<file path="src/hw/rtl/assert_macros.svh">
// Assertion macros shared by the deframer RTL.
`ifndef ASSERT_MACROS_SVH
`define ASSERT_MACROS_SVH
`ifndef SYNTHESIS
`define WSD_ASSERT_ALWAYS(label, clk, rst_n, cond) \
    label: assert property (@(posedge clk) disable iff (!rst_n) (cond)) \
        else $error("assertion failed");
`define WSD_ASSERT_NEXT(label, clk, rst_n, ante, cons) \
    label: assert property (@(posedge clk) disable iff (!rst_n) (ante) |=> (cons)) \
        else $error("assertion failed");
`else
`define WSD_ASSERT_ALWAYS(label, clk, rst_n, cond)
`define WSD_ASSERT_NEXT(label, clk, rst_n, ante, cons)
`endif
`endif

</file>
<file path="src/hw/rtl/wsd_pkg.sv">
// Types and constants of the WebSocket frame deframer.
`default_nettype none
package wsd_pkg;

    localparam logic [6:0] LEN16_CODE = 7'd126;
    localparam logic [6:0] LEN64_CODE = 7'd127;
    localparam logic [3:0] OP_TEXT    = 4'h1;
    localparam logic [3:0] OP_BINARY  = 4'h2;
    localparam int QUEUE_DEPTH = 4;

    typedef struct packed {
        logic [7:0] data;
        logic [7:0] key_byte;
        logic       kind;
        logic       fin;
        logic       last;
    } entry_t;

endpackage
`default_nettype wire

</file>
<file path="src/hw/rtl/wsd_front.sv">
// Header parser: takes stream bytes and queues payload bytes of data frames.
`default_nettype none
`include "assert_macros.svh"
module wsd_front #(
    parameter int LENGTH_BITS = 64
) (
    input  wire logic          clk,
    input  wire logic          rst_n,
    input  wire logic          in_valid,
    output logic               in_ready,
    input  wire logic [7:0]    rx_byte,
    input  wire logic          queue_full,
    output logic               push,
    output wsd_pkg::entry_t    push_entry
);

    typedef enum logic [2:0] {
        PH_HDR1 = 3'd0,
        PH_HDR2 = 3'd1,
        PH_EXT  = 3'd2,
        PH_KEY  = 3'd3,
        PH_DATA = 3'd4
    } phase_t;

    phase_t                 phase_reg, phase_next;
    logic [3:0]             opcode_reg, opcode_next;
    logic                   fin_reg, fin_next;
    logic                   masked_reg, masked_next;
    logic [LENGTH_BITS-1:0] len_reg, len_next;
    logic [LENGTH_BITS-1:0] len_shift;
    logic [2:0]             ext_reg, ext_next;
    logic [31:0]            key_reg, key_next;
    logic [1:0]             pos_reg, pos_next;
    logic                   accept;
    logic                   emit;
    logic [7:0]             key_byte;

    assign in_ready  = !queue_full;
    assign accept    = in_valid && in_ready;
    assign emit      = (opcode_reg == wsd_pkg::OP_TEXT) || (opcode_reg == wsd_pkg::OP_BINARY);
    assign len_shift = {len_reg[LENGTH_BITS-9:0], rx_byte};

    always_comb
    begin
        unique case (pos_reg)
            2'd0: key_byte = key_reg[31:24];
            2'd1: key_byte = key_reg[23:16];
            2'd2: key_byte = key_reg[15:8];
            2'd3: key_byte = key_reg[7:0];
        endcase
        if (!masked_reg)
        begin
            key_byte = 8'h00;
        end
    end

    always_comb
    begin
        phase_next  = phase_reg;
        opcode_next = opcode_reg;
        fin_next    = fin_reg;
        masked_next = masked_reg;
        len_next    = len_reg;
        ext_next    = ext_reg;
        key_next    = key_reg;
        pos_next    = pos_reg;
        push        = 1'b0;
        push_entry.data     = rx_byte;
        push_entry.key_byte = key_byte;
        push_entry.kind     = (opcode_reg == wsd_pkg::OP_BINARY);
        push_entry.fin      = fin_reg;
        push_entry.last     = (len_reg == LENGTH_BITS'(1));
        if (accept)
        begin
            unique case (phase_reg)
                PH_HDR2:
                begin
                    masked_next = rx_byte[7];
                    key_next    = 32'h0;
                    len_next    = '0;
                    if (rx_byte[6:0] == wsd_pkg::LEN16_CODE)
                    begin
                        ext_next   = 3'd2;
                        phase_next = PH_EXT;
                    end
                    else if (rx_byte[6:0] == wsd_pkg::LEN64_CODE)
                    begin
                        ext_next   = 3'd0;   // eight bytes, counted as 0,7..1
                        phase_next = PH_EXT;
                    end
                    else
                    begin
                        len_next = LENGTH_BITS'(rx_byte[6:0]);
                        pos_next = 2'd0;
                        if (rx_byte[7])
                        begin
                            phase_next = PH_KEY;
                        end
                        else
                        begin
                            phase_next = (rx_byte[6:0] != 7'd0) ? PH_DATA : PH_HDR1;
                        end
                    end
                end
                PH_EXT:
                begin
                    len_next = len_shift;
                    ext_next = ext_reg - 3'd1;
                    if (ext_reg == 3'd1)
                    begin
                        pos_next = 2'd0;
                        if (masked_reg)
                        begin
                            phase_next = PH_KEY;
                        end
                        else
                        begin
                            phase_next = (len_shift != '0) ? PH_DATA : PH_HDR1;
                        end
                    end
                end
                PH_KEY:
                begin
                    key_next = {key_reg[23:0], rx_byte};
                    if (pos_reg == 2'd3)
                    begin
                        pos_next   = 2'd0;
                        phase_next = (len_reg != '0) ? PH_DATA : PH_HDR1;
                    end
                    else
                    begin
                        pos_next = pos_reg + 2'd1;
                    end
                end
                PH_DATA:
                begin
                    push     = emit;
                    pos_next = pos_reg + 2'd1;
                    len_next = len_reg - LENGTH_BITS'(1);
                    if (len_reg == LENGTH_BITS'(1))
                    begin
                        phase_next = PH_HDR1;
                    end
                end
                default:
                begin
                    fin_next    = rx_byte[7];
                    opcode_next = rx_byte[3:0];
                    phase_next  = PH_HDR2;
                end
            endcase
        end
    end

    always_ff @(posedge clk or negedge rst_n)
    begin
        if (!rst_n)
        begin
            phase_reg  <= PH_HDR1;
            opcode_reg <= 4'h0;
            fin_reg    <= 1'b0;
            masked_reg <= 1'b0;
            len_reg    <= '0;
            ext_reg    <= 3'd0;
            key_reg    <= 32'h0;
            pos_reg    <= 2'd0;
        end
        else
        begin
            phase_reg  <= phase_next;
            opcode_reg <= opcode_next;
            fin_reg    <= fin_next;
            masked_reg <= masked_next;
            len_reg    <= len_next;
            ext_reg    <= ext_next;
            key_reg    <= key_next;
            pos_reg    <= pos_next;
        end
    end

    `WSD_ASSERT_ALWAYS(a_data_len_nonzero, clk, rst_n, (phase_reg != PH_DATA) || (len_reg != '0))
    `WSD_ASSERT_ALWAYS(a_push_only_data, clk, rst_n, !push || (phase_reg == PH_DATA && accept))

endmodule
`default_nettype wire

</file>
<file path="src/hw/rtl/wsd_queue.sv">
// Short queue of parsed payload requests between parser and output stage.
`default_nettype none
`include "assert_macros.svh"
module wsd_queue (
    input  wire logic            clk,
    input  wire logic            rst_n,
    input  wire logic            push,
    input  wire wsd_pkg::entry_t push_entry,
    input  wire logic            pop,
    output wsd_pkg::entry_t      head,
    output logic                 full,
    output logic                 empty
);

    localparam int PTR_W = $clog2(wsd_pkg::QUEUE_DEPTH);
    localparam int CNT_W = $clog2(wsd_pkg::QUEUE_DEPTH + 1);

    wsd_pkg::entry_t  slots_reg [wsd_pkg::QUEUE_DEPTH];
    logic [PTR_W-1:0] wr_ptr_reg, rd_ptr_reg;
    logic [CNT_W-1:0] count_reg, count_next;

    assign full  = (count_reg == CNT_W'(wsd_pkg::QUEUE_DEPTH));
    assign empty = (count_reg == '0);
    assign head  = slots_reg[rd_ptr_reg];

    always_comb
    begin
        count_next = count_reg;
        if (push && !pop)
        begin
            count_next = count_reg + CNT_W'(1);
        end
        else if (pop && !push)
        begin
            count_next = count_reg - CNT_W'(1);
        end
    end

    always_ff @(posedge clk)
    begin
        if (push)
        begin
            slots_reg[wr_ptr_reg] <= push_entry;
        end
    end

    always_ff @(posedge clk or negedge rst_n)
    begin
        if (!rst_n)
        begin
            wr_ptr_reg <= '0;
            rd_ptr_reg <= '0;
            count_reg  <= '0;
        end
        else
        begin
            if (push)
            begin
                wr_ptr_reg <= wr_ptr_reg + PTR_W'(1);
            end
            if (pop)
            begin
                rd_ptr_reg <= rd_ptr_reg + PTR_W'(1);
            end
            count_reg <= count_next;
        end
    end

    `WSD_ASSERT_ALWAYS(a_no_overflow, clk, rst_n, !(push && full))
    `WSD_ASSERT_ALWAYS(a_no_underflow, clk, rst_n, !(pop && empty))

endmodule
`default_nettype wire

</file>
<file path="src/hw/rtl/wsd_back.sv">
// Output stage: unmasks queued payload bytes into the result register.
`default_nettype none
`include "assert_macros.svh"
module wsd_back (
    input  wire logic            clk,
    input  wire logic            rst_n,
    input  wire wsd_pkg::entry_t head,
    input  wire logic            empty,
    output logic                 pop,
    output logic                 out_valid,
    input  wire logic            out_ready,
    output logic [7:0]           payload_byte,
    output logic                 frame_kind,
    output logic                 final_fragment,
    output logic                 last_of_frame
);

    logic       valid_reg;
    logic [7:0] byte_reg;
    logic       kind_reg, fin_reg, last_reg;

    // advance when the result register is free or being taken
    assign pop = !empty && (!valid_reg || out_ready);

    always_ff @(posedge clk or negedge rst_n)
    begin
        if (!rst_n)
        begin
            valid_reg <= 1'b0;
        end
        else if (pop)
        begin
            valid_reg <= 1'b1;
        end
        else if (out_ready)
        begin
            valid_reg <= 1'b0;
        end
    end

    always_ff @(posedge clk)
    begin
        if (pop)
        begin
            byte_reg <= head.data ^ head.key_byte;
            kind_reg <= head.kind;
            fin_reg  <= head.fin;
            last_reg <= head.last;
        end
    end

    assign out_valid      = valid_reg;
    assign payload_byte   = byte_reg;
    assign frame_kind     = kind_reg;
    assign final_fragment = fin_reg;
    assign last_of_frame  = last_reg;

    `WSD_ASSERT_NEXT(a_pop_fills, clk, rst_n, pop, valid_reg)

endmodule
`default_nettype wire

</file>
<file path="src/hw/rtl/websocket_frame_deframer_top.sv">
// WebSocket frame deframer: top level.
// Input channel: one received byte per request (in_valid/in_ready, rx_byte),
// the raw stream of an established connection. The parser reads the frame
// header (FIN, opcode, mask bit, 7-bit length with 16- or 64-bit extension,
// 4-byte masking key) and sends each payload byte of a text or binary frame
// on the output channel (out_valid/out_ready) unmasked, with frame_kind
// (0 text, 1 binary), final_fragment (the frame's FIN) and last_of_frame.
// Header bytes and payloads of all other frames give no output.
// Throughput: one byte per cycle in and out while the queue has room and
// out_ready is high; header and payload bytes pass the parser at that rate.
// Path: a payload byte accepted by the parser is written into the queue, then
// moved into the output register behind out_valid when it is free or taken.
// Stall: a four-entry queue sits between parser and output register; when the
// receiver holds out_ready low the queue fills and then in_ready drops.
// Reset: rst_n clears the parser to expect a frame's first header byte and
// empties the queue and output register.
`default_nettype none
module websocket_frame_deframer_top #(
    parameter int LENGTH_BITS = 64
) (
    input  wire logic       clk,
    input  wire logic       rst_n,
    input  wire logic       in_valid,
    output logic            in_ready,
    input  wire logic [7:0] rx_byte,
    output logic            out_valid,
    input  wire logic       out_ready,
    output logic [7:0]      payload_byte,
    output logic            frame_kind,
    output logic            final_fragment,
    output logic            last_of_frame
);

    wsd_pkg::entry_t push_entry;
    wsd_pkg::entry_t head;
    logic            push, pop, full, empty;

    wsd_front #(
        .LENGTH_BITS(LENGTH_BITS)
    ) u_front (
        .clk        (clk),
        .rst_n      (rst_n),
        .in_valid   (in_valid),
        .in_ready   (in_ready),
        .rx_byte    (rx_byte),
        .queue_full (full),
        .push       (push),
        .push_entry (push_entry)
    );

    wsd_queue u_queue (
        .clk        (clk),
        .rst_n      (rst_n),
        .push       (push),
        .push_entry (push_entry),
        .pop        (pop),
        .head       (head),
        .full       (full),
        .empty      (empty)
    );

    wsd_back u_back (
        .clk            (clk),
        .rst_n          (rst_n),
        .head           (head),
        .empty          (empty),
        .pop            (pop),
        .out_valid      (out_valid),
        .out_ready      (out_ready),
        .payload_byte   (payload_byte),
        .frame_kind     (frame_kind),
        .final_fragment (final_fragment),
        .last_of_frame  (last_of_frame)
    );

endmodule
`default_nettype wire

</file>
<file path="config.mk">
export PLATFORM = sky130hd
export DESIGN_NAME = websocket_frame_deframer_top
export DESIGN_NICKNAME = d
export VERILOG_FILES = /design/src/hw/rtl/wsd_pkg.sv /design/src/hw/rtl/wsd_front.sv /design/src/hw/rtl/wsd_queue.sv /design/src/hw/rtl/wsd_back.sv /design/src/hw/rtl/websocket_frame_deframer_top.sv
export VERILOG_INCLUDE_DIRS = /design/src /design/src/hw/rtl
export SDC_FILE = /design/constraint.sdc
export NUM_CORES = 1
export LEC_CHECK = 0
export ABC_AREA = 1
export BUFFER_PORTS_ARGS = -buffer_cell sky130_fd_sc_hd__buf_4
export CAP_MARGIN = 20
export CELL_PAD_IN_SITES_DETAIL_PLACEMENT = 1
export CELL_PAD_IN_SITES_GLOBAL_PLACEMENT = 2
export CORE_MARGIN = 3
export CORE_UTILIZATION = 43
export CTS_BUF_LIST = sky130_fd_sc_hd__clkbuf_8
export DETAILED_ROUTE_END_ITERATION = 16
export PLACE_DENSITY_LB_ADDON = 0.05
export SYNTH_ARGS = -nofsm -noshare
export SYNTH_HDL_FRONTEND = slang
export SYNTH_HIERARCHICAL = 1
export SYNTH_SLANG_ARGS = --single-unit
export TNS_END_PERCENT = 30
</file>
<file path="constraint.sdc">
create_clock -name clk -period 7.6 [get_ports clk]
set_clock_uncertainty 0.05 [all_clocks]
set_input_delay 1.52 -clock clk [delete_from_list [all_inputs] [get_ports clk]]
set_output_delay 1.52 -clock clk [all_outputs]
set_load 0.01 [all_outputs]
</file>
### Word level (Yosys, flattened, before mapping)

Memory sizes are Yosys's and may differ from the RTL's.
Cells that the tools add are included.

* RAM bits: 76
* flip-flop bits (word level): 129
* input bits: 12
* word-level logic and storage cells: 109
* memories kept: 1
* output and inout bits: 13

* reduce and logical (&&, ||, !) cells: 30
* add/subtract/negate cells: 7
* muxes and demuxes: 33
* bitwise gates (word level): 2
* eq/ne operators: 20

Memories
* u_queue.slots_reg: words 4, width 19, rd ports 1, clocked after Yosys merged registers in 0, wr ports 1, line wsd_queue.sv:18 `wsd_pkg::entry_t slots_reg [wsd_pkg::QUEUE_DEPTH];`

Operators by type and width (number)
* $pmux 64 s3: 1
* $reduce_bool 64->1: 2
* $eq 64x1->1 const B: 1
* $mux 64: 1
* $pmux 32 s2: 1
* $sub 64x1->64 const B: 1
* $mux 3: 14
* $pmux 8 s4: 1
* $eq 7x7->1 const B: 2
* $pmux 3 s4: 1
* $mux 2: 4
* $mux 8: 1
* $pmux 2 s4: 1
* $reduce_and 2->1: 4
* $reduce_bool 2->1: 4
* $xor 8x8->8: 1
* $mux 7: 1
* $reduce_bool 7->1: 1
* $add 2x1->2 const B: 3
* $eq 3x1->1 const B: 2
* $eq 3x2->1 const B: 2
* $eq 3x3->1 const B: 2
* $mux 1: 6
* $ne 2x1->1 const B: 3
* 21 further kinds: 32

### Longest topological paths before layout

Gate-level depths: netlist (run 1).

* depth after elaboration: 8
* depth in mapped cells: 14
* gate-level depth less buffers: 13

### Cells and area by module

Netlist (run 1), hierarchy kept.

By module, submodules not included
* wsd_front: seq. area each 2752.6 um^2, area an instance 7379.6 um^2, instances 1, cells each 1139
* wsd_queue: seq. area each 2457.4 um^2, area an instance 3554.7 um^2, instances 1, cells each 270
* wsd_back: seq. area each 355.3 um^2, area an instance 491.7 um^2, instances 1, cells each 48

### Worst setup path after synthesis (run 1)

Ideal clock, no wire load.

* path kind: input to register
* start: input out_ready
* end: register u_queue.count_reg[1]
* data required time: 7.433 ns
* path buffers: 0
* stages on the path: 8
* setup slack: 4.269 ns
* setup time: 0.117 ns
* arrival time: 3.165 ns
* cell sequence: inv_1 > a21oi_1 > inv_1 > ha_1 > inv_1 > fa_1 > nand2_1 > nand2_1

* longest elaborated chain between the ends: 5
* elaborated cells on any way between the ends: 7
* those cells by class: mux (1); reduce/logical (6)

RTL lines
* start, declared: line websocket_frame_deframer_top.sv:27 `input wire logic out_ready,`
* $logic_or 1x1->1: line wsd_back.sv:23 `assign pop = !empty && (!valid_reg || out_ready);`
* $logic_and 1x1->1: line wsd_back.sv:23
* named net pop: line websocket_frame_deframer_top.sv:36 `logic push, pop, full, empty;`
* $logic_not 1->1: line wsd_queue.sv:29 `if (push && !pop)`
* $logic_and 1x1->1: line wsd_queue.sv:29
* $mux 3: line wsd_queue.sv:29
* named net u_queue.count_next[1]: line wsd_queue.sv:20 `logic [CNT_W-1:0] count_reg, count_next;`
* end signal, assigned: line wsd_queue.sv:65 `count_reg <= count_next;`
* end, declared: line wsd_queue.sv:20

The timed path passes the listed nets, and every way through them passes these cells.
A chain may end at the register's enable or synchronous reset.

### Final worst setup path (run 1)

* start: input in_valid
* end: memory u_queue/slots_reg[2][3] (netlist name) (enable)

* longest elaborated chain between the ends: 4

RTL lines
* start, declared: line websocket_frame_deframer_top.sv:23 `input wire logic in_valid,`
* $logic_and 1x1->1: line wsd_front.sv:39 `assign accept = in_valid && in_ready;`
* $mux 1: line wsd_front.sv:73 `if (accept)`
* named net push: line websocket_frame_deframer_top.sv:36
* $mux 1: line wsd_queue.sv:41 `if (push)`
* $mux 1 (implied by the code): line wsd_queue.sv:43 `slots_reg[wr_ptr_reg] <= push_entry;`
* end, declared: line wsd_queue.sv:18

The timed path passes the listed nets, and every way through them passes these cells.

==> flow_metrics.tcl, run 1 <==
set metrics [dict create \
    clock_tree.htree_level_count 2 \
    syn_to_final_growth_pct 9.25 \
    wl_um 36300 \
    antennaDiodeCount 0 \
    ctsResizeCount 0 \
    static-leakage-power_nw 5.48 \
    largest_family_of_logic_cells_by_synthesized_area "simple AND/OR/NAND/NOR gates" \
    grt_first_pass_wirelength_um 57500 \
    drv.max_cap_violation_count 0 \
    min_path_type "flop to flop" \
    crit_required_ps 7710 \
    complex_gate_fraction_of_the_synthesized_area 0.143 \
    cts_root_buffer "sky130_fd_sc_hd__clkbuf_8" \
    drt_drc_violations_left 0 \
    post-cts-setup-buffers 0 \
    floorplan.die_area_um2 28600 \
    drive_gt1_frac 0.0872 \
    critical_path.max_fanout 19 \
    ir_drop_mv 0.429 \
    setup_total_negative_slack_ps 0 \
    place_inst 1765 \
    largest_stage_delay_on_the_critical_path_ps 1030 \
    yosysTopAreaCell "sky130_fd_sc_hd__dfrtp_1" \
    synth.yosys.seq_area_share 0.487 \
    critPathKind "primary input to flop" \
    async_reset_ff_frac 0.576 \
    initial_core_util 0.438 \
    worstPathBufferInverterCount 2 \
    post-route-cell-area_um2 12500 \
    finalSetupViolCount 0 \
    critical_path.top_delay_family "compound AO/OA/AOI/OAI gates" \
    yosys-mux-area-fraction 0 \
    clkSlewWorstSetupHoldPaths_ps 60 \
    max_freq_mhz 273 \
    placement.setup.worst_slack_ps 3360 \
    netlist-cell-type-count 41 \
    route.antenna.remaining_nets 0 \
    finalPower_mw 4.90 \
    detailed_place_hpwl_um 25600 \
    worstSetupStartpointType "primary input" \
    n_fill_cell 3254 \
    nets 1498 \
    drt_first_iter_violations 439 \
    rsz0062_at_grt "false" \
    final_common_cell "sky130_fd_sc_hd__nand2_1" \
    layout.cells.most_common_list "sky130_fd_sc_hd__nand2_1, sky130_fd_sc_hd__nor2_1, sky130_fd_sc_hd__inv_1" \
    cts.sinks 205 \
    synthesis.area_per_instance_um2 7.84 \
    grt_pass1_vias 10538 \
    power_per_cell_area_nw_per_um2 392 \
    final-max-slew-violation-count 0 \
    yosys.area.top_type_share 0.258 \
    initial_drt_pass_iterations 7 \
    cts_buffer_depth 3 \
    postSynthRegisterBits 205 \
    relSlewSlack 0.256 \
    finalHoldWorstSlack_ps 439 \
    count_of_yosys_warnings_during_synthesis 6 \
    netlist_area_um2 11400 \
    critPathSlowestCell "sky130_fd_sc_hd__a2111oi_2" \
    grt_antenna_before_repair 0 \
    clk_latency_ps 560 \
    critical_path_arrival_ps 3770 \
    period_needed_ps 3660 \
    post_synth_main_area_contributors "sky130_fd_sc_hd__dfrtp_1, sky130_fd_sc_hd__edfxtp_1, sky130_fd_sc_hd__nand2_1" \
    path_cells "buf_4 > nand2_1 > a2111oi_2 > nand2_1 > inv_1" \
    core.rowCount 59 \
    yosys_most_used_dff "sky130_fd_sc_hd__dfrtp_1" \
    post_synth_xor_area_fraction 0.00460 \
    maximum_number_of_pins_on_one_net_before_global_route_repair 79 \
    critPathCaptureType "flop" \
    core_area_um2 26100 \
    die-height_um 169 \
    actual_slew_at_the_worst_max_slew_pin_ps 1110 \
    cts_made_buffers 39 \
    timing.final.crit_share 0.482 \
    viasPerCell 5.38 \
    drt-wirelength-per-cell_um 19.8 \
    edff_count_synth 87 \
    run_status "completed" \
    fin_util 0.479 \
    synth_simple_gate_area_frac 0.256 \
    grt-ovfl-total 0 \
    overall_track_demand_over_capacity_in_global_routing 0.257 \
    pin_count 25 \
    mappedNetlistNets 1483 \
    dpl-instance-area_um2 11800 \
    syn-instance-count 1457 \
    tritoncts "yes" \
    largest_reg_flops 76 \
    synth_adder_area_share 0.0160 \
    cts_hold_buf 0 \
    num_vias 9876 \
    timing_hold_violations_final 0 \
    timing.final.ws_setup_ps 3940 \
    buffer_ports.inserted 24 \
    globalplace.congestion 0.833 \
    fin_cells 1837 \
    chipWidth_um 169 \
    crit_path_frequent_cell "sky130_fd_sc_hd__nand2_1" \
]
[report_power, final]
group	internal (mW)	switching [mW]	total (mW)	leakage, nW
Combinational	0.651	1.41	2.07	2.75
Sequential	1.49	0.341	1.83	2.31
Clock	0.514	0.485	0.999	0.418
Total	2.66	2.24	4.90	5.48
[tightest hold or removal path, cell delays in order (launching register included)]
cell and delay (ps):
sky130_fd_sc_hd__dfrtp_1 340, sky130_fd_sc_hd__nand2_1 50, sky130_fd_sc_hd__o21ai_0 60
[synth_stat cells (4+ instances only)]
| cell | count |
|---|---|
| sky130_fd_sc_hd__o211ai_2 | 19 |
| sky130_fd_sc_hd__o21ai_1 | 6 |
| sky130_fd_sc_hd__nor2_2 | 11 |
| sky130_fd_sc_hd__nor3_1 | 8 |
| sky130_fd_sc_hd__a22oi_1 | 15 |
| sky130_fd_sc_hd__nand4_1 | 5 |
| sky130_fd_sc_hd__ha_1 | 13 |
| sky130_fd_sc_hd__dfrtp_1 | 118 |
| sky130_fd_sc_hd__nand2_2 | 4 |
| sky130_fd_sc_hd__edfxtp_1 | 87 |
| sky130_fd_sc_hd__o21ai_0 | 76 |
| sky130_fd_sc_hd__buf_2 | 28 |
| sky130_fd_sc_hd__xor2_1 | 5 |
| sky130_fd_sc_hd__nor2_1 | 214 |
| sky130_fd_sc_hd__clkbuf_1 | 12 |
| sky130_fd_sc_hd__o22ai_1 | 32 |
| sky130_fd_sc_hd__a31oi_1 | 11 |
| sky130_fd_sc_hd__nand2_1 | 395 |
| sky130_fd_sc_hd__buf_4 | 15 |
| sky130_fd_sc_hd__nand3_1 | 69 |
| sky130_fd_sc_hd__or2_2 | 7 |
| sky130_fd_sc_hd__a21oi_1 | 84 |
| sky130_fd_sc_hd__inv_1 | 180 |
| sky130_fd_sc_hd__o211ai_1 | 19 |
[per-layer routing]
layer / share of wire / vias to the layer above / wire length [um] / track usage
met3: 0.029 / 70 / 1040 / 0.0301
li1: - / 4778 / - / -
met4: 0.038 / 0 / 1370 / 0.0999
met1: 0.42 / 4869 / 15100 / 0.310
met5: 0 / - / 0 / 0
met2: 0.52 / 159 / 18800 / 0.470
[layout make-up]
cell class                 count  area (um^2)  area share
clock buffer                  39          537      0.0430
clock inverter                32          159      0.0127
inverter                     182          683      0.0547
multi-input combinational   1008         4800       0.385
sequential                   205         5570       0.446
tap                          335          419      0.0336
timing repair buffer          36          314      0.0252
[logic make-up (layout without fill, tap and decap cells)]
logic type | after synthesis | count (layout)
simple gates | 722 | 722
buf+inv | 244 | 289
xor+xnor | 6 | 6
flops | 205 | 205
compound gates | 266 | 266
fa+ha+maj | 14 | 14
[final timing paths]
path | start | endpoint | slack (ps) | cells after the start
worst min-delay path | u_front/opcode_reg[2]$_DFFE_PN0P_ | u_front/opcode_reg[2]$_DFFE_PN0P_ | 440 | 2
min in group asynchronous | rst_n | u_queue/rd_ptr_reg[1]$_DFFE_PN0P_ | 890 | 1
max in group asynchronous | rst_n | u_front/key_reg[19]$_DFFE_PN0P_ | 5200 | 2
worst max-delay path | in_valid | u_queue/slots_reg[2][3]$_DFFE_PP_ | 3940 | 5
worst min register to register | u_front/opcode_reg[2]$_DFFE_PN0P_ | u_front/opcode_reg[2]$_DFFE_PN0P_ | 440 | 2
worst max register to register | u_front/phase_reg[0]$_DFFE_PN0P_ | u_queue/slots_reg[2][3]$_DFFE_PP_ | 4120 | 5
Power figures use the tool's default switching activity.
==> run 2, diff against run 1 <==
--- a/config.mk
+++ b/config.mk
@@ -12,7 +12,7 @@
 export CELL_PAD_IN_SITES_DETAIL_PLACEMENT = 1
 export CELL_PAD_IN_SITES_GLOBAL_PLACEMENT = 2
 export CORE_MARGIN = 3
-export CORE_UTILIZATION = 43
+export CORE_UTILIZATION = 36
 export CTS_BUF_LIST = sky130_fd_sc_hd__clkbuf_8
 export DETAILED_ROUTE_END_ITERATION = 16
 export PLACE_DENSITY_LB_ADDON = 0.05
==> constraint.sdc (replaced) <==
create_clock -name clk -period 2.9 [get_ports clk]
set_clock_uncertainty 0.05 [all_clocks]
set_input_delay 0.58 -clock clk [delete_from_list [all_inputs] [get_ports clk]]
set_output_delay 0.58 -clock clk [all_outputs]
set_load 0.01 [all_outputs]
==> run 2 against run 1 <==
Effect of this change:
- cell area is 2.4% higher
- clock power grew to 2.8 times the previous value
- via count barely moved
- routed wire length is 4.4% higher
- sequential share of layout area shrank 1.1 points
- largest cell class unchanged
- critical path depth is 3 higher
- global-route usage is 3.0 points lower
- sequential power grew to 2.7 times the previous value
==> flow_metrics.tcl, run 2 (synthesis results as in run 1) <==
set metrics [dict create \
    grt_pass1_vias 10529 \
    viasPerCell 5.14 \
    critical_path.max_fanout 64 \
    relSlewSlack 0.459 \
    grt_antenna_before_repair 0 \
    drt_drc_violations_left 0 \
    crit_path_frequent_cell "sky130_fd_sc_hd__inv_1" \
    num_vias 9868 \
    critical_path_arrival_ps 2740 \
    r2r_end "u_front/len_reg[14]$_DFFE_PN0P_" \
    clkSlewWorstSetupHoldPaths_ps 60 \
    timing_hold_violations_final 0 \
    drt_first_iter_violations 420 \
    tritoncts "yes" \
    area.sequential_um2 5570 \
    syn_to_final_growth_pct 11.9 \
    nets 1516 \
    fin_util 0.414 \
    floorplan.die_area_um2 33900 \
    footprint_of_the_multi_input_gates_um2 4800 \
    initial_drt_pass_iterations 4 \
    final-max-slew-violation-count 0 \
    timing.hold.worst.start "rx_byte[1]" \
    crit_required_ps 3300 \
    core.rowCount 64 \
    actual_slew_at_the_worst_max_slew_pin_ps 812 \
    worstSetupStartpointType "flop" \
    clk_latency_ps 550 \
    wl_um 37900 \
    path_cells "nor3_1 > inv_1 > nand2_1 > inv_1 > o21ai_4 > buf_4 > a21oi_1 > a22oi_1" \
    grt-ovfl-total 0 \
    fin_cells 1918 \
    drive_gt1_frac 0.101 \
    critical_path.reg2reg.startpoint "u_queue/count_reg[0]$_DFFE_PN0P_" \
    min_path_type "primary input to flop" \
    antennaDiodeCount 0 \
    initial_core_util 0.370 \
    critPathCaptureType "flop" \
    ir_drop_mv 0.590 \
    ff2ff_setup_slack_ps 560 \
    timing.final.ws_setup_ps 563 \
    overall_track_demand_over_capacity_in_global_routing 0.227 \
    max_freq_mhz 428 \
    grt_first_pass_wirelength_um 59500 \
    cts_buffer_depth 3 \
    cts_root_buffer "sky130_fd_sc_hd__clkbuf_8" \
    post-route-cell-area_um2 12800 \
    finalPower_mw 13.1 \
    layout.cells.most_common_list "sky130_fd_sc_hd__nand2_1, sky130_fd_sc_hd__nor2_1, sky130_fd_sc_hd__inv_1" \
    period_needed_ps 2340 \
    core_area_um2 30900 \
    n_fill_cell 3743 \
    static-leakage-power_nw 5.60 \
    globalplace.congestion 0.823 \
    cts_made_buffers 40 \
    worst_r2r_path_depth 8 \
    detailed_place_hpwl_um 26900 \
    setup_total_negative_slack_ps 0 \
    die-height_um 184 \
    critPathKind "flop to flop" \
    route.antenna.remaining_nets 0 \
    finalSetupViolCount 0 \
    finalHoldWorstSlack_ps 219 \
    maximum_number_of_pins_on_one_net_before_global_route_repair 65 \
    rsz0062_at_grt "false" \
    buffer_ports.inserted 24 \
    drt-wirelength-per-cell_um 19.8 \
    post-cts-setup-buffers 0 \
    largest_stage_delay_on_the_critical_path_ps 670 \
    drv.max_cap_violation_count 0 \
    dpl-instance-area_um2 12000 \
    cts.sinks 205 \
    largest_reg_flops 76 \
    placement.setup.worst_slack_ps 520 \
    place_inst 1843 \
    timing.final.crit_share 0.806 \
    critPathSlowestCell "sky130_fd_sc_hd__buf_4" \
    clock_tree.htree_level_count 2 \
    min_delay_path_depth 1 \
    power_per_cell_area_nw_per_um2 1020 \
    chipWidth_um 184 \
    worstHoldEndpoint "u_queue/slots_reg[1][12]$_DFFE_PP_" \
    final_common_cell "sky130_fd_sc_hd__nand2_1" \
    pin_count 25 \
    run_status "completed" \
]
-- run 2: changes by cell type in the layout (fill, tap and decap cells not counted), sizes merged --
cell / before / now
buf: 36 / 52
clkinvlp: 0 / 1
dlygate4sd3: 0 / 1
clkinv: 12 / 9
bufinv: 1 / 0
inv: 201 / 200
clkbuf: 39 / 46
-- run 2: how the worst max path moves through the flow --
stage | from | depth (start not counted) | slack [ps] | end
finish | u_queue/count_reg[0]$_DFFE_PN0P_ | 8 | 560 | u_front/len_reg[14]$_DFFE_PN0P_
global route | u_queue/count_reg[0]$_DFFE_PN0P_ | 8 | 330 | u_front/len_reg[20]$_DFFE_PN0P_
CTS | u_queue/count_reg[0]$_DFFE_PN0P_ | 8 | 530 | u_front/len_reg[20]$_DFFE_PN0P_
detailed placement | in_valid | 10 | 520 | u_queue/count_reg[2]$_DFFE_PN0P_
global placement | in_valid | 10 | 550 | u_queue/count_reg[2]$_DFFE_PN0P_
floorplan | u_front/phase_reg[0]$_DFFE_PN0P_ | 8 | 360 | u_queue/slots_reg[0][0]$_DFFE_PP_
-- run 2: metal layers --
| metal | share of wire | GRT usage | wire length (um) | vias to the layer above |
|---|---|---|---|---|
| met3 | 0.033 | 0.0341 | 1240 | 84 |
| met4 | 0.043 | 0.0931 | 1620 | 0 |
| met2 | 0.50 | 0.413 | 19100 | 157 |
| met1 | 0.42 | 0.269 | 15900 | 4808 |
| li1 | - | - | - | 4819 |
| met5 | 0 | 0 | 0 | - |
-- run 2: what timing repair did --
action / CTS / global route
endpoints found under the hold margin: 12 / 0
resized for setup: 0 / 0
hold buffers: 1 / 0
-- run 2: critical path: cells and delay by family (launching register included) --
family	cells	cell delay, ps
buf+inv	3	910
flops	1	440
simple gates	2	370
compound gates	3	460
-- run 2: layout make-up --
| cell class | instances | share of cell area |
|---|---|---|
| Clock buffer | 46 | 0.0495 |
| Clock inverter | 28 | 0.00969 |
| Inverter | 182 | 0.0534 |
| Multi-Input combinational cell | 1008 | 0.376 |
| Sequential cell | 205 | 0.435 |
| Tap cell | 396 | 0.0388 |
| Timing Repair Buffer | 53 | 0.0375 |
-- run 2: report_power, final --
group	leakage, nW	switching [mW]	internal [mW]
logic	2.84	3.65	1.79
registers	2.31	0.980	3.90
clock network	0.449	1.30	1.45
==> run 3, diff against run 2 <==
==> constraint.sdc (replaced) <==
create_clock -name clk -period 2.1 [get_ports clk]
set_clock_uncertainty 0.05 [all_clocks]
set_input_delay 0.42 -clock clk [delete_from_list [all_inputs] [get_ports clk]]
set_output_delay 0.42 -clock clk [all_outputs]
set_load 0.01 [all_outputs]
==> run 3 against run 2 <==
Effect of this change:
- the flow now finishes with violations (negative setup slack)
- clock power is 40% higher
- core utilization is 3.3 points higher
- cell area is 7.9% higher
- die area stayed put
==> flow_metrics.tcl, run 3 (synthesis results as in run 1) <==
set metrics [dict create \
    fin_cells 2018 \
    route.antenna.remaining_nets 0 \
    timing_hold_violations_final 0 \
    run_status "finished, violations left" \
    period_needed_ps 2160 \
    wl_um 39200 \
    fin_util 0.446 \
    layout.cells.most_common_list "sky130_fd_sc_hd__nand2_1, sky130_fd_sc_hd__nor2_1, sky130_fd_sc_hd__inv_1" \
    viasPerCell 5.06 \
    grt_antenna_before_repair 0 \
    initial_drt_pass_iterations 5 \
    globalplace.congestion 0.820 \
    crit_required_ps 2530 \
    floorplan.die_area_um2 33900 \
    clk_latency_ps 540 \
    drive_gt1_frac 0.176 \
    drt_drc_violations_left 0 \
    static-leakage-power_nw 6.11 \
    violations "negative setup slack" \
    clkSlewWorstSetupHoldPaths_ps 70 \
    final-max-slew-violation-count 0 \
    drv.max_cap_violation_count 0 \
    nets 1617 \
    antennaDiodeCount 0 \
    max_freq_mhz 462 \
    cts_made_buffers 41 \
    critPathCaptureType "flop" \
    tritoncts "yes" \
    pin_count 25 \
    rsz0062_at_grt "true" \
    core.rowCount 64 \
    maximum_number_of_pins_on_one_net_before_global_route_repair 79 \
    syn_to_final_growth_pct 20.8 \
    die-height_um 184 \
    cts.sinks 205 \
    detailed_place_hpwl_um 28400 \
    place_inst 1936 \
    grt_pass1_vias 11018 \
    drt-wirelength-per-cell_um 19.4 \
    setup_total_negative_slack_ps -111 \
    grt-ovfl-total 0 \
    critical_path_arrival_ps 2600 \
    power_per_cell_area_nw_per_um2 1410 \
    cts_root_buffer "sky130_fd_sc_hd__clkbuf_8" \
    finalHoldWorstSlack_ps 82.4 \
    initial_core_util 0.370 \
    clock_tree.htree_level_count 2 \
    placement.setup.worst_slack_ps -59.9 \
    relSlewSlack 0.626 \
    timing.final.ws_setup_ps -63.7 \
    num_vias 10221 \
    buffer_ports.inserted 24 \
    drt_first_iter_violations 488 \
    min_path_type "primary input to flop" \
    critPathKind "flop to flop" \
    finalPower_mw 19.4 \
    cts_buffer_depth 3 \
    ir_drop_mv 0.868 \
    final_common_cell "sky130_fd_sc_hd__nand2_1" \
    chipWidth_um 184 \
    finalSetupViolCount 2 \
    timing.final.crit_share 1.03 \
    largest_reg_flops 76 \
    overall_track_demand_over_capacity_in_global_routing 0.233 \
    grt_first_pass_wirelength_um 61300 \
    critical_path.max_fanout 2 \
    post-route-cell-area_um2 13800 \
    actual_slew_at_the_worst_max_slew_pin_ps 561 \
    core_area_um2 30900 \
    dpl-instance-area_um2 12900 \
    worstSetupStartpointType "flop" \
]
-- run 3: cell type report --
type | instances | area [um^2]
multi-input combinational | 1008 | 4900
inverter | 182 | 701
timing repair buffer | 153 | 1380
sequential | 205 | 5570
tap | 396 | 495
clock inverter | 28 | 121
fill | 3815 | 17100
clock buffer | 46 | 633
-- run 3: path summary, 6_finish.rpt --
| check | from | endpoint | slack [ps] | depth (start not counted) |
|---|---|---|---|---|
| min | rx_byte[6] | u_queue/slots_reg[3][17]$_DFFE_PP_ | 80 | 1 |
| min in group asynchronous | rst_n | u_queue/rd_ptr_reg[0]$_DFFE_PN0P_ | 340 | 2 |
| max | u_front/phase_reg[1]$_DFFE_PN0P_ | u_queue/count_reg[2]$_DFFE_PN0P_ | -60 | 11 |
| max reg2reg | u_front/phase_reg[1]$_DFFE_PN0P_ | u_queue/count_reg[2]$_DFFE_PN0P_ | -60 | 11 |
| min reg2reg | u_front/opcode_reg[3]$_DFFE_PN0P_ | u_front/opcode_reg[3]$_DFFE_PN0P_ | 430 | 2 |
| max in group asynchronous | rst_n | u_front/key_reg[7]$_DFFE_PN0P_ | 1060 | 3 |
-- run 3: worst max-delay path, stage by stage, from the launching register on --
cell and delay [ps]:
sky130_fd_sc_hd__dfrtp_1 400, sky130_fd_sc_hd__nor3_4 230, sky130_fd_sc_hd__inv_2 80, sky130_fd_sc_hd__a2111oi_4 380, sky130_fd_sc_hd__ha_2 270, sky130_fd_sc_hd__inv_2 50, sky130_fd_sc_hd__fa_2 350, sky130_fd_sc_hd__inv_2 60
sky130_fd_sc_hd__nand2_2 50, sky130_fd_sc_hd__nand3_1 70, sky130_fd_sc_hd__nand2_1 50, sky130_fd_sc_hd__nand2_1 60
-- run 3: timing repair --
item | CTS | global route
hold buffers | 1 | 0
gates cloned | 0 | 1
setup buffers | 1 | 5
pin swaps | 2 | 7
endpoints found under the setup margin | 2 | 125
resized for setup | 2 | 26
endpoints found under the hold margin | 42 | 0
-- run 3: power by group --
part	internal, mW	switching (mW)
registers	5.39	0.978
logic	3.36	5.80
clock network	2.01	1.85
-- run 3: metal layers --
layer  global-route usage  share of wire  up-vias  wire length, um
met3               0.0278          0.027       60             1070
met4               0.0689          0.028        0             1120
met1                0.280           0.43     5001            16700
met5                    0              0        -                0
met2                0.438           0.52      133            20300
li1                     -              -     5027                -
